==> src/design/validated_fnv1a_pair_id_defines.svh <==
// assertion macros for the validated fnv-1a pair id block
`ifndef VALIDATED_FNV1A_PAIR_ID_DEFINES_SVH
`define VALIDATED_FNV1A_PAIR_ID_DEFINES_SVH

`ifndef NO_ASSERTIONS
// same-cycle implication
`define FPI_ASSERT_IMP(label, clk, rst_n, ante, cons) \
    label: assert property (@(posedge clk) disable iff (!rst_n) (ante) |-> (cons)) \
        else $error("fpi assertion failed");
// next-cycle implication
`define FPI_ASSERT_NXT(label, clk, rst_n, ante, cons) \
    label: assert property (@(posedge clk) disable iff (!rst_n) (ante) |=> (cons)) \
        else $error("fpi assertion failed");
`else
`define FPI_ASSERT_IMP(label, clk, rst_n, ante, cons)
`define FPI_ASSERT_NXT(label, clk, rst_n, ante, cons)
`endif

`endif

==> src/design/fpi_pkg.sv <==
// shared types, constants and hash helpers for the pair id block
package fpi_pkg;

    localparam int unsigned HASH_W = 64;
    localparam int unsigned ID_W   = 63;
    localparam int unsigned LEN_W  = 16;

    localparam logic [63:0] FNV_BASIS = 64'hCBF29CE484222325;
    // prime is 2^40 + 0x1b3, only the low part needs a multiplier
    localparam logic [63:0] FNV_PRIME_LO = 64'h00000000000001B3;
    localparam int unsigned FNV_PRIME_SHIFT = 40;
    localparam logic [63:0] HASH_MASK = 64'h3FFFFFFFFFFFFFFF;
    localparam logic [63:0] NS_BIT    = 64'h4000000000000000;

    // domain tag, first character in the top byte
    localparam int unsigned DOMAIN_LEN = 13;
    localparam logic [DOMAIN_LEN*8-1:0] DOMAIN_TAG = "sd.content.v1";

    localparam logic [7:0] CH_DOT   = 8'h2E;
    localparam logic [7:0] CH_UNDER = 8'h5F;
    localparam logic [7:0] CH_DASH  = 8'h2D;
    localparam logic [7:0] CH_LO_A  = 8'h61;
    localparam logic [7:0] CH_LO_Z  = 8'h7A;
    localparam logic [7:0] CH_ZERO  = 8'h30;
    localparam logic [7:0] CH_NINE  = 8'h39;

    // controller to datapath
    typedef struct packed {
        logic       ready;
        logic       accept;
        logic       round;
        logic       use_len;
        logic [1:0] len_idx;
        logic       load;
    } fpi_cmd_t;

    // datapath to controller
    typedef struct packed {
        logic opens;
        logic has_char;
        logic emit;
        logic out_busy;
    } fpi_status_t;

    // one fnv-1a round
    function automatic logic [63:0] fnv_round(input logic [63:0] h, input logic [7:0] b);
        logic [63:0] x;
        x = h ^ {56'd0, b};
        return (x << FNV_PRIME_SHIFT) + (x * FNV_PRIME_LO);
    endfunction

    // hash after the domain tag, evaluated at elaboration
    function automatic logic [63:0] fnv_init();
        logic [63:0] h;
        h = FNV_BASIS;
        for (int i = 0; i < DOMAIN_LEN; i++)
        begin
            h = fnv_round(h, DOMAIN_TAG[DOMAIN_LEN*8-1-8*i -: 8]);
        end
        return h;
    endfunction

    localparam logic [63:0] HASH_INIT = fnv_init();

    function automatic logic is_sep(input logic [7:0] c);
        return (c == CH_DOT) || (c == CH_UNDER) || (c == CH_DASH);
    endfunction

    function automatic logic is_allowed(input logic [7:0] c);
        return ((c >= CH_LO_A) && (c <= CH_LO_Z)) ||
               ((c >= CH_ZERO) && (c <= CH_NINE)) || is_sep(c);
    endfunction

endpackage

==> src/design/fpi_ctrl.sv <==
// controller: sequences length rounds, character round and result load
module fpi_ctrl
    import fpi_pkg::*;
(
    input  logic        clk,
    input  logic        rst_n,
    input  logic        in_valid,
    input  fpi_status_t status,
    output fpi_cmd_t    cmd
);

    localparam logic [1:0] ST_IDLE = 2'd0;
    localparam logic [1:0] ST_LEN  = 2'd1;
    localparam logic [1:0] ST_CHAR = 2'd2;
    localparam logic [1:0] ST_EMIT = 2'd3;

    logic [1:0] state_reg, state_next;
    logic [1:0] cnt_reg, cnt_next;
    logic       has_char_reg, has_char_next;
    logic       emit_reg, emit_next;

    // next state and commands
    always_comb
    begin
        state_next    = state_reg;
        cnt_next      = cnt_reg;
        has_char_next = has_char_reg;
        emit_next     = emit_reg;
        cmd           = '0;
        cmd.len_idx   = cnt_reg;
        unique case (state_reg)
            ST_IDLE:
            begin
                cmd.ready = 1'b1;
                if (in_valid)
                begin
                    cmd.accept    = 1'b1;
                    has_char_next = status.has_char;
                    emit_next     = status.emit;
                    cnt_next      = 2'd0;
                    if (status.opens)
                        state_next = ST_LEN;
                    else if (status.has_char)
                        state_next = ST_CHAR;
                    else if (status.emit)
                        state_next = ST_EMIT;
                end
            end
            ST_LEN:
            begin
                cmd.round   = 1'b1;
                cmd.use_len = 1'b1;
                cnt_next    = cnt_reg + 2'd1;
                if (cnt_reg == 2'd3)
                begin
                    if (has_char_reg)
                        state_next = ST_CHAR;
                    else if (emit_reg)
                        state_next = ST_EMIT;
                    else
                        state_next = ST_IDLE;
                end
            end
            ST_CHAR:
            begin
                cmd.round  = 1'b1;
                state_next = emit_reg ? ST_EMIT : ST_IDLE;
            end
            ST_EMIT:
            begin
                if (!status.out_busy)
                begin
                    cmd.load   = 1'b1;
                    state_next = ST_IDLE;
                end
            end
            default:
            begin
                state_next = ST_IDLE;
            end
        endcase
    end

    // state registers
    always_ff @(posedge clk or negedge rst_n)
    begin
        if (!rst_n)
        begin
            state_reg    <= ST_IDLE;
            cnt_reg      <= 2'd0;
            has_char_reg <= 1'b0;
            emit_reg     <= 1'b0;
        end
        else
        begin
            state_reg    <= state_next;
            cnt_reg      <= cnt_next;
            has_char_reg <= has_char_next;
            emit_reg     <= emit_next;
        end
    end

endmodule

==> src/design/fpi_datapath.sv <==
// datapath: running hash, text validation state and output register
module fpi_datapath
    import fpi_pkg::*;
#(
    parameter int unsigned MAX_ID_LEN = 64
)
(
    input  logic              clk,
    input  logic              rst_n,
    input  fpi_cmd_t          cmd,
    input  logic [7:0]        char_byte,
    input  logic              which_text,
    input  logic [LEN_W-1:0]  text_length,
    input  logic              first_of_text,
    input  logic              last_of_text,
    input  logic              out_ready,
    output fpi_status_t       status,
    output logic              out_valid,
    output logic [ID_W-1:0]   pair_id,
    output logic              id_valid
);

    localparam logic [LEN_W-1:0] MAX_LEN = LEN_W'(MAX_ID_LEN);

    logic [HASH_W-1:0] hash_reg, hash_next;
    logic              ok_reg, ok_next;
    logic [LEN_W-1:0]  bytes_reg, bytes_next;
    logic              phase_reg, phase_next;
    logic              in_text_reg, in_text_next;
    logic              ok_hold_reg;
    logic              out_valid_reg, out_valid_next;
    logic [7:0]        char_reg;
    logic [LEN_W-1:0]  len_reg;
    logic [ID_W-1:0]   out_id_reg;
    logic              out_ok_reg;

    logic              opens, ends, len_zero, emit;
    logic [LEN_W-1:0]  base_cnt, inc_cnt, new_cnt;
    logic              ok_item;
    logic [7:0]        round_byte;

    // classify the offered item against the current text state
    always_comb
    begin
        opens    = first_of_text || !in_text_reg;
        len_zero = (text_length == '0);
        ends     = last_of_text || len_zero;
        emit     = ends && which_text;
        base_cnt = opens ? '0 : bytes_reg;
        inc_cnt  = (base_cnt != '1) ? base_cnt + LEN_W'(1) : base_cnt;
        new_cnt  = len_zero ? base_cnt : inc_cnt;
    end

    // validation of one item
    always_comb
    begin
        ok_item = 1'b1;
        if (!first_of_text && !in_text_reg)
            ok_item = 1'b0;
        if (first_of_text && in_text_reg)
            ok_item = 1'b0;
        if (opens && ((which_text != phase_reg) || len_zero || (text_length > MAX_LEN)))
            ok_item = 1'b0;
        if (len_zero)
            ok_item = 1'b0;
        else
        begin
            if (!is_allowed(char_byte))
                ok_item = 1'b0;
            if (opens && is_sep(char_byte))
                ok_item = 1'b0;
            if (base_cnt >= text_length)
                ok_item = 1'b0;
            if (last_of_text && (is_sep(char_byte) || (new_cnt != text_length)))
                ok_item = 1'b0;
        end
    end

    assign status.opens    = opens;
    assign status.has_char = !len_zero;
    assign status.emit     = emit;
    assign status.out_busy = out_valid_reg && !out_ready;

    // byte fed to the round unit: length little-endian, then the character
    always_comb
    begin
        unique case ({cmd.use_len, cmd.len_idx})
            3'b100:  round_byte = len_reg[7:0];
            3'b101:  round_byte = len_reg[15:8];
            3'b110:  round_byte = 8'd0;
            3'b111:  round_byte = 8'd0;
            default: round_byte = char_reg;
        endcase
    end

    // next state of the text tracking and hash
    always_comb
    begin
        hash_next      = hash_reg;
        ok_next        = ok_reg;
        bytes_next     = bytes_reg;
        phase_next     = phase_reg;
        in_text_next   = in_text_reg;
        out_valid_next = out_valid_reg && !out_ready;
        if (cmd.round)
            hash_next = fnv_round(hash_reg, round_byte);
        if (cmd.load)
        begin
            hash_next      = HASH_INIT;
            out_valid_next = 1'b1;
        end
        if (cmd.accept)
        begin
            if (emit)
            begin
                ok_next      = 1'b1;
                bytes_next   = '0;
                phase_next   = 1'b0;
                in_text_next = 1'b0;
            end
            else
            begin
                ok_next      = ok_reg && ok_item;
                bytes_next   = new_cnt;
                in_text_next = !ends;
                if (ends)
                    phase_next = 1'b1;
            end
        end
    end

    // control registers
    always_ff @(posedge clk or negedge rst_n)
    begin
        if (!rst_n)
        begin
            hash_reg      <= HASH_INIT;
            ok_reg        <= 1'b1;
            bytes_reg     <= '0;
            phase_reg     <= 1'b0;
            in_text_reg   <= 1'b0;
            out_valid_reg <= 1'b0;
        end
        else
        begin
            hash_reg      <= hash_next;
            ok_reg        <= ok_next;
            bytes_reg     <= bytes_next;
            phase_reg     <= phase_next;
            in_text_reg   <= in_text_next;
            out_valid_reg <= out_valid_next;
        end
    end

    // payload registers
    always_ff @(posedge clk)
    begin
        if (cmd.accept)
        begin
            char_reg    <= char_byte;
            len_reg     <= text_length;
            ok_hold_reg <= ok_reg && ok_item;
        end
        if (cmd.load)
        begin
            out_ok_reg <= ok_hold_reg;
            out_id_reg <= ok_hold_reg ? ID_W'((hash_reg & HASH_MASK) | NS_BIT) : '0;
        end
    end

    assign out_valid = out_valid_reg;
    assign pair_id   = out_id_reg;
    assign id_valid  = out_ok_reg;

endmodule

==> src/design/validated_fnv1a_pair_id.sv <==
// Pair id hasher: takes the module text then the content key text, one character per
// transfer, and returns one 63-bit id when the second text ends. The hash is FNV-1a 64
// seeded with the "sd.content.v1" domain tag; each text contributes its 32-bit length
// (little-endian) then its characters. Invalid texts give id 0 with id_valid low. A
// transfer that opens a text is accepted, then takes four length rounds and a character
// round; other transfers take an accept and a character round; a zero-length transfer
// skips the character round. A transfer that ends the second text then loads the
// output register, waiting while the previous id there is not yet taken. These
// steps are set by the single hash round unit, which folds in one byte per cycle. The
// result waits in an output register, so the next text can start while it is held.
// No clearing pass after reset.
`include "validated_fnv1a_pair_id_defines.svh"

module validated_fnv1a_pair_id
    import fpi_pkg::*;
#(
    parameter int unsigned MAX_ID_LEN = 64
)
(
    input  logic        clk,
    input  logic        rst_n,
    input  logic        s_axis_tvalid,
    output logic        s_axis_tready,
    input  logic [23:0] s_axis_tdata,   // char_byte[7:0], text_length[23:8]
    input  logic [1:0]  s_axis_tuser,   // which_text[0], first_of_text[1]
    input  logic        s_axis_tlast,   // last_of_text
    output logic        m_axis_tvalid,
    input  logic        m_axis_tready,
    output logic [63:0] m_axis_tdata,   // pair_id[62:0], zero[63]
    output logic        m_axis_tuser    // id_valid
);

    fpi_cmd_t        cmd;
    fpi_status_t     status;
    logic [ID_W-1:0] pair_id;
    logic            id_valid;
    logic            in_xfer;
    logic            out_good;
    logic            out_bad;

    // sequencing
    fpi_ctrl u_ctrl (
        .clk      (clk),
        .rst_n    (rst_n),
        .in_valid (s_axis_tvalid),
        .status   (status),
        .cmd      (cmd)
    );

    // hash and validation
    fpi_datapath #(
        .MAX_ID_LEN (MAX_ID_LEN)
    ) u_datapath (
        .clk           (clk),
        .rst_n         (rst_n),
        .cmd           (cmd),
        .char_byte     (s_axis_tdata[7:0]),
        .which_text    (s_axis_tuser[0]),
        .text_length   (s_axis_tdata[23:8]),
        .first_of_text (s_axis_tuser[1]),
        .last_of_text  (s_axis_tlast),
        .out_ready     (m_axis_tready),
        .status        (status),
        .out_valid     (m_axis_tvalid),
        .pair_id       (pair_id),
        .id_valid      (id_valid)
    );

    assign s_axis_tready = cmd.ready;
    assign m_axis_tdata  = {1'b0, pair_id};
    assign m_axis_tuser  = id_valid;

    // terms for the checks below
    assign in_xfer  = s_axis_tvalid && s_axis_tready;
    assign out_good = m_axis_tvalid && m_axis_tuser;
    assign out_bad  = m_axis_tvalid && !m_axis_tuser;

    // an invalid result carries a zero id
    `FPI_ASSERT_IMP(a_invalid_zero, clk, rst_n, out_bad, m_axis_tdata == 64'd0)
    // a valid result has the namespace bit set and the top bit clear
    `FPI_ASSERT_IMP(a_valid_tag, clk, rst_n, out_good, m_axis_tdata[63:62] == 2'b01)
    // opening a text always costs length rounds before the next transfer
    `FPI_ASSERT_NXT(a_open_busy, clk, rst_n, in_xfer && status.opens, !s_axis_tready)

endmodule
==> config.mk <==
export PLATFORM = sky130hd
export DESIGN_NAME = validated_fnv1a_pair_id
export DESIGN_NICKNAME = d
export VERILOG_FILES = /design/src/design/fpi_pkg.sv /design/src/design/fpi_ctrl.sv /design/src/design/fpi_datapath.sv /design/src/design/validated_fnv1a_pair_id.sv
export VERILOG_INCLUDE_DIRS = /design/src /design/src/design
export SDC_FILE = /design/constraint.sdc
export NUM_CORES = 1
export LEC_CHECK = 0
export ABC_AREA = 1
export BUFFER_PORTS_ARGS = -buffer_cell sky130_fd_sc_hd__buf_2
export CAP_MARGIN = 30
export CORE_ASPECT_RATIO = 1.5
export CORE_UTILIZATION = 30
export CTS_BUF_LIST = sky130_fd_sc_hd__clkbuf_8 sky130_fd_sc_hd__clkbuf_16
export DETAILED_ROUTE_END_ITERATION = 7
export PLACE_DENSITY = 0.49
export SKIP_LAST_GASP = 1
export SYNTH_ARGS = -nofsm -noshare
export SYNTH_HDL_FRONTEND = slang
export SYNTH_SLANG_ARGS = --single-unit
==> constraint.sdc <==
create_clock -name clk -period 5.7 [get_ports clk]
set_input_delay 0.285 -clock clk [delete_from_list [all_inputs] [get_ports clk]]
set_output_delay 0.285 -clock clk [all_outputs]
set_load 0.01 [all_outputs]
Word level (Yosys, flattened, before mapping)
Cells that the tools add are included.
- flip-flop bits (word level): 179
- add/subtract/negate cells: 3
- $mul: 1
- $lt $le $gt $ge: 6
- equal/unequal tests: 18
- multiplexer cells: 38
- bitwise gates (word level): 1
- reductions and logical operators: 35
- operators by type and width (kind ; count):
    two-way mux 64 bit ; 2
    adder 64 bit ; 1
    multiplier 64 x 9 -> 64 bit (second input constant) ; 1
    two-way mux 16 bit ; 4
    bitwise XOR 64 x 8 -> 64 bit ; 1
    two-way mux 63 bit ; 1
    one-hot mux 8 bit (3 select lines) ; 1
    two-way mux 2 bit ; 10
    two-way mux 1 bit ; 18
    adder 16 x 1 -> 16 bit (second input constant) ; 1
    equality test 8 x 6 -> 1 bit (second input constant) ; 2
    greater-or-equal comparator 16 bit ; 1
    greater-than comparator 16 x 7 -> 1 bit (second input constant) ; 1
    zero test 16 bit ; 1
    inequality test 16 bit ; 1
    inequality test 16 bit (second input constant) ; 1
    equality test 3 bit (second input constant) ; 4
    logical AND 1 bit ; 10
    logical OR 1 bit ; 9
    equality test 8 x 7 -> 1 bit (second input constant) ; 1
    greater-or-equal comparator 8 x 6 -> 1 bit (second input constant) ; 1
    greater-or-equal comparator 8 x 7 -> 1 bit (second input constant) ; 1
    less-or-equal comparator 8 x 6 -> 1 bit (second input constant) ; 1
    less-or-equal comparator 8 x 7 -> 1 bit (second input constant) ; 1
    other kinds (15) ; 27

Logic depth before layout (Yosys ltp)
- word-level depth: 13
- gate-level depth with buffers: 34
- depth with buffers taken out: 32

Hierarchy
A second synthesis with hierarchy kept.
- cell total of the unflattened synthesis: 2343
- area total of the unflattened synthesis: 19766.5 µm²
- by module, submodules not included (module ; times used ; cells each ; area an instance (µm²) ; sequential area each (µm²)):
    fpi_datapath ; 1 ; 2275 ; 19298.5 ; 4727.0
    fpi_ctrl ; 1 ; 66 ; 456.7 ; 150.1
    validated_fnv1a_pair_id ; 1 ; 2 ; 11.3 ; 0.0

Worst setup path before layout
No wires, ideal clock.
- path kind: register to register
- start point: register u_ctrl.cnt_reg[0]
- end point: register u_datapath.hash_reg[35]
- arrival: 5.750 ns
- path slack: -0.128 ns
- cell stages (with the launch flop): 31
- clock period less this slack: 5.828 ns
- path through: dfrtp_1 -> inv_1 -> ha_1 -> buf_2 -> o21ai_0 -> nand2_1 -> clkbuf_1 -> o21ai_0 -> xor2_1 -> ha_1 -> xnor2_1 -> inv_1 -> ha_1 -> or2_2 -> fa_1 -> fa_1 -> ha_1 -> ha_1 -> nand2_1 -> nor2_1 -> nand4_1 -> nor2_1 -> nor2_1 -> o21ai_1 -> inv_1 -> o21ai_0 -> nand2_1 -> nand3_1 -> nand3_1 -> o21ai_0 -> inv_1
- cells in the longest elaborated chain, start to end: 8
- elaborated cells between the ends (all ways): 11
- ends and longest elaborated chain (element ; RTL line ; source):
    start: declaration ; fpi_ctrl.sv:18 ; logic [1:0] cnt_reg, cnt_next;
    start signal: assignment ; fpi_ctrl.sv:97 ; cnt_reg <= cnt_next;
    equality test 3 bit ; fpi_datapath.sv:87 ; unique case ({cmd.use_len, cmd.len_idx})
    OR reduction 2 bit (no line) ; n/a ;
    one-hot mux 8 bit (3 select lines) (*) ; fpi_datapath.sv:87 ;
    bitwise XOR 64 x 8 -> 64 bit (*) ; fpi_pkg.sv:48 ; x = h ^ {56'd0, b};
    multiplier 64 x 9 -> 64 bit (*) ; fpi_pkg.sv:49 ; return (x << FNV_PRIME_SHIFT) + (x * FNV_PRIME_LO);
    adder 64 bit (*) ; fpi_pkg.sv:49 ;
    two-way mux 64 bit (*) ; fpi_datapath.sv:105 ; if (cmd.round)
    two-way mux 64 bit (*) ; fpi_datapath.sv:107 ; if (cmd.load)
    end signal: assignment ; fpi_datapath.sv:146 ; hash_reg <= hash_next;
    end: declaration ; fpi_datapath.sv:25 ; logic [HASH_W-1:0] hash_reg, hash_next;
Mark *: on every way between the ends. The rest lies on a longest branch, timed or not. The select of a mux whose other input is x is not followed.
A chain may end at the register's enable or synchronous reset.

Worst setup path after layout
- start point: register u_ctrl.cnt_reg[0]
- end point: register u_datapath.hash_reg[61]
- cells in the longest elaborated chain, start to end: 8
- elaborated cells between the ends (all ways): 11
- ends and longest elaborated chain (element ; RTL line):
    equality test 3 bit ; fpi_datapath.sv:87
    OR reduction 2 bit (no line) ; n/a
    one-hot mux 8 bit (3 select lines) (*) ; fpi_datapath.sv:87
    bitwise XOR 64 x 8 -> 64 bit (*) ; fpi_pkg.sv:48
    multiplier 64 x 9 -> 64 bit ; fpi_pkg.sv:49
    adder 64 bit (*) ; fpi_pkg.sv:49
    two-way mux 64 bit (*) ; fpi_datapath.sv:105
    two-way mux 64 bit (*) ; fpi_datapath.sv:107
Marked as above.

==> impl_metrics.tcl <==
set metrics [dict create \
    drt_pass1_iterations 7 \
    syn_to_final_growth_pct 22.8 \
    drtIter0Drc 785 \
    routed_wl_mm 70.7 \
    reg2reg_to "u_datapath.hash_reg[61]" \
    fmaxAchievable_mhz 182 \
    post-route-min-period_ns 5.50 \
    synth_seq_area_share_pct 24.4 \
    status "completed" \
    die_h_um 318 \
    synthArstFlopShare_pct 50.0 \
    cpPeakStageDelay_ns 0.54 \
    clock_sinks 176 \
    rsz0062_at_grt "yes" \
    syn-num-nets 2868 \
    vias_per_cell 4.67 \
    start_kind "register" \
    worstSetupPathType "reg -> reg" \
    rr_startpoint "u_ctrl.cnt_reg[0]" \
    core.rowCount 115 \
    maxCapViolCount 0 \
    final_layout_size_suffix_gt1_share_pct 18.6 \
    h-tree-depth 4 \
    coreArea_um2 65800 \
    crit_path_end_kind "register" \
    min_from "s_axis_tdata[4]" \
    holdPathEnd "u_datapath.char_reg[4]" \
    cts_buffers 17 \
    pre_cts_slack_ns -0.736 \
    dp_cells 3518 \
    synth_area_um2 20000 \
    reg2reg_depth 28 \
    grt_pass1_vias 18400 \
    worst_pin_slew_ns 0.789 \
    cts_root_buf "clkbuf_16" \
    post-route-period-util_pct 96.4 \
    setup_viol 0 \
    diodes 0 \
    skew_ns 0.0282 \
    synth_area_per_cell_um2 8.28 \
    num_vias 16700 \
    cts_tree "done" \
    synth_seq_cells 176 \
    num_io_pins 98 \
    port_buffers 96 \
    clk_path_buf_depth 2 \
    fin_ws_ns 0.204 \
    clk_latency_ns 0.52 \
    clkTransAtPathRegs_ns 0.08 \
    antenna_found_initial 0 \
    cp.required_ns 6.14 \
    fin_nets 3150 \
    slowest_stage "fa_2" \
    synth.distinct_cells 50 \
    cp_max_fo 8 \
    synth_warnings 0 \
    postRouteAntennaNets 0 \
    synthCells 2413 \
    design.die.area_um2 67600 \
    overflow 0 \
    arrival_ns 5.94 \
    slew_violations 0 \
    hold_viol 0 \
    ys.flop_type "edfxtp_1" \
    synth-edff-count 88 \
    grt_start_max_net_pins 64 \
    regToRegSetupSlack_ns 0.20 \
    drcViolationCount 0 \
    initial_core_util_pct 30.4 \
    die_w_um 213 \
    hpwl_mm 59.7 \
    relSlewSlack_pct 47.3 \
    place.gp.congestion 0.947 \
    routedWlPerCell_um 19.7 \
    hp-class "in -> reg" \
    whs_path_depth 1 \
    final_cells 3585 \
    track_usage_pct 21.8 \
    grt_pass1_wl_mm 108 \
]
-- cells by family (layout without fill, tap and decap cells) --
family	Yosys count	after routing	synth area share, %
AOI/OAI and AO/OA	308	308	8.76
xor gates and xnor gates	76	76	3.33
adders and majority gates	424	424	34.9
buffers and inverters	632	927	12.0
DFF	176	176	24.4
other	1	1	0.0188
and+or+nand+nor	796	796	16.5
-- how the worst max path moves through the flow --
| stage | from | endpoint | slack [ns] | cells past startpoint |
|---|---|---|---|---|
| final | u_ctrl.cnt_reg[0] | u_datapath.hash_reg[61] | 0.20 | 28 |
| after global routing | u_ctrl.cnt_reg[1] | u_datapath.hash_reg[41] | -0.04 | 33 |
| after CTS | u_ctrl.cnt_reg[0] | u_datapath.hash_reg[35] | -0.01 | 34 |
| after detailed placement | u_ctrl.cnt_reg[0] | u_datapath.hash_reg[60] | -0.74 | 31 |
| after global placement | u_ctrl.cnt_reg[0] | u_datapath.hash_reg[60] | -0.76 | 30 |
| after floorplan | u_ctrl.cnt_reg[0] | u_datapath.hash_reg[41] | 0.02 | 32 |
-- metal layers --
metal / global-route usage [%] / up-vias / routed length [um]
met2: 41.8 / 377 / 39200
met5: 0 / - / 0
li1: - / 8059 / -
met1: 21.4 / 8123 / 24400
met4: 14.5 / 0 / 5230
met3: 2.81 / 188 / 1810
-- layout by cell type (no fill, tap or decap), types with 18 or more instances in the layout --
master / instances
buf_2: 95
buf_4: 178
fa_1: 218
dlygate4sd3_1: 20
nand4_1: 18
inv_1: 583
edfxtp_1: 88
nand3_1: 102
xor2_1: 40
nand2_2: 22
dfstp_2: 26
ha_4: 23
nor2_1: 151
nand2_1: 437
xnor2_1: 18
dfrtp_1: 61
ha_1: 173
o21ai_0: 91
o22ai_1: 23
a21oi_1: 74
o21ai_1: 19
-- Yosys cell counts (all sizes together) (14+ instances only) --
library cell / number / area share, %
edfxtp: 88 / 13
nand2: 464 / 8.8
a21o: 14 / 0.53
o22ai: 24 / 0.75
a21oi: 90 / 2.3
o21ai: 124 / 3.1
clkbuf: 23 / 0.43
dfstp: 26 / 3.4
nand3: 114 / 2.9
xor2: 53 / 2.3
xnor2: 23 / 1.0
nand4: 18 / 0.56
ha: 202 / 13
inv: 595 / 11
dfrtp: 62 / 7.8
fa: 222 / 22
nor2: 170 / 3.4
-- metrics by stage --
step	hold WS (ns)	cell area (um^2)	utilization (%)	setup TNS (ns)
after CTS	0.000158	23900	36.3	-0.0157
after global routing	0.0292	24500	37.3	-0.162
after detailed placement	0.255	22700	34.5	-11.42
final	0.0503	24500	37.3	0
after floorplan	-0.0106	20000	-	0
after global placement	0.481	22700	34.5	-10.02
-- final cells by class --
type	count	area, um^2
Sequential cell	176	4880
Tap cell	877	1100
Timing Repair Buffer	299	2120
Clock inverter	15	170
Clock buffer	17	425
Fill cell	6834	41200
Inverter	596	2240
Multi-Input combinational cell	1605	13600
-- timing repair --
action                                  4_1_cts  5_1_grt
pin swaps                                    15       50
hold buffers                                 20        0
endpoints found under the hold margin        43        0
endpoints found under the setup margin       41       48
gates resized for setup                      77      123
setup buffers                                 6        9
cloned                                        0        1
-- critical path, delay by kind of cell, from the launching register on --
family	cells	cell delay [ns]
simple gates	10	1.28
fa+ha+maj	7	2.16
flops	1	0.45
compound gates	5	0.67
buf+inv	4	0.52
xor+xnor	2	0.33
Power is not shown: default switching activity piles up to over one toggle a cycle in this logic, so the estimate is an artifact.
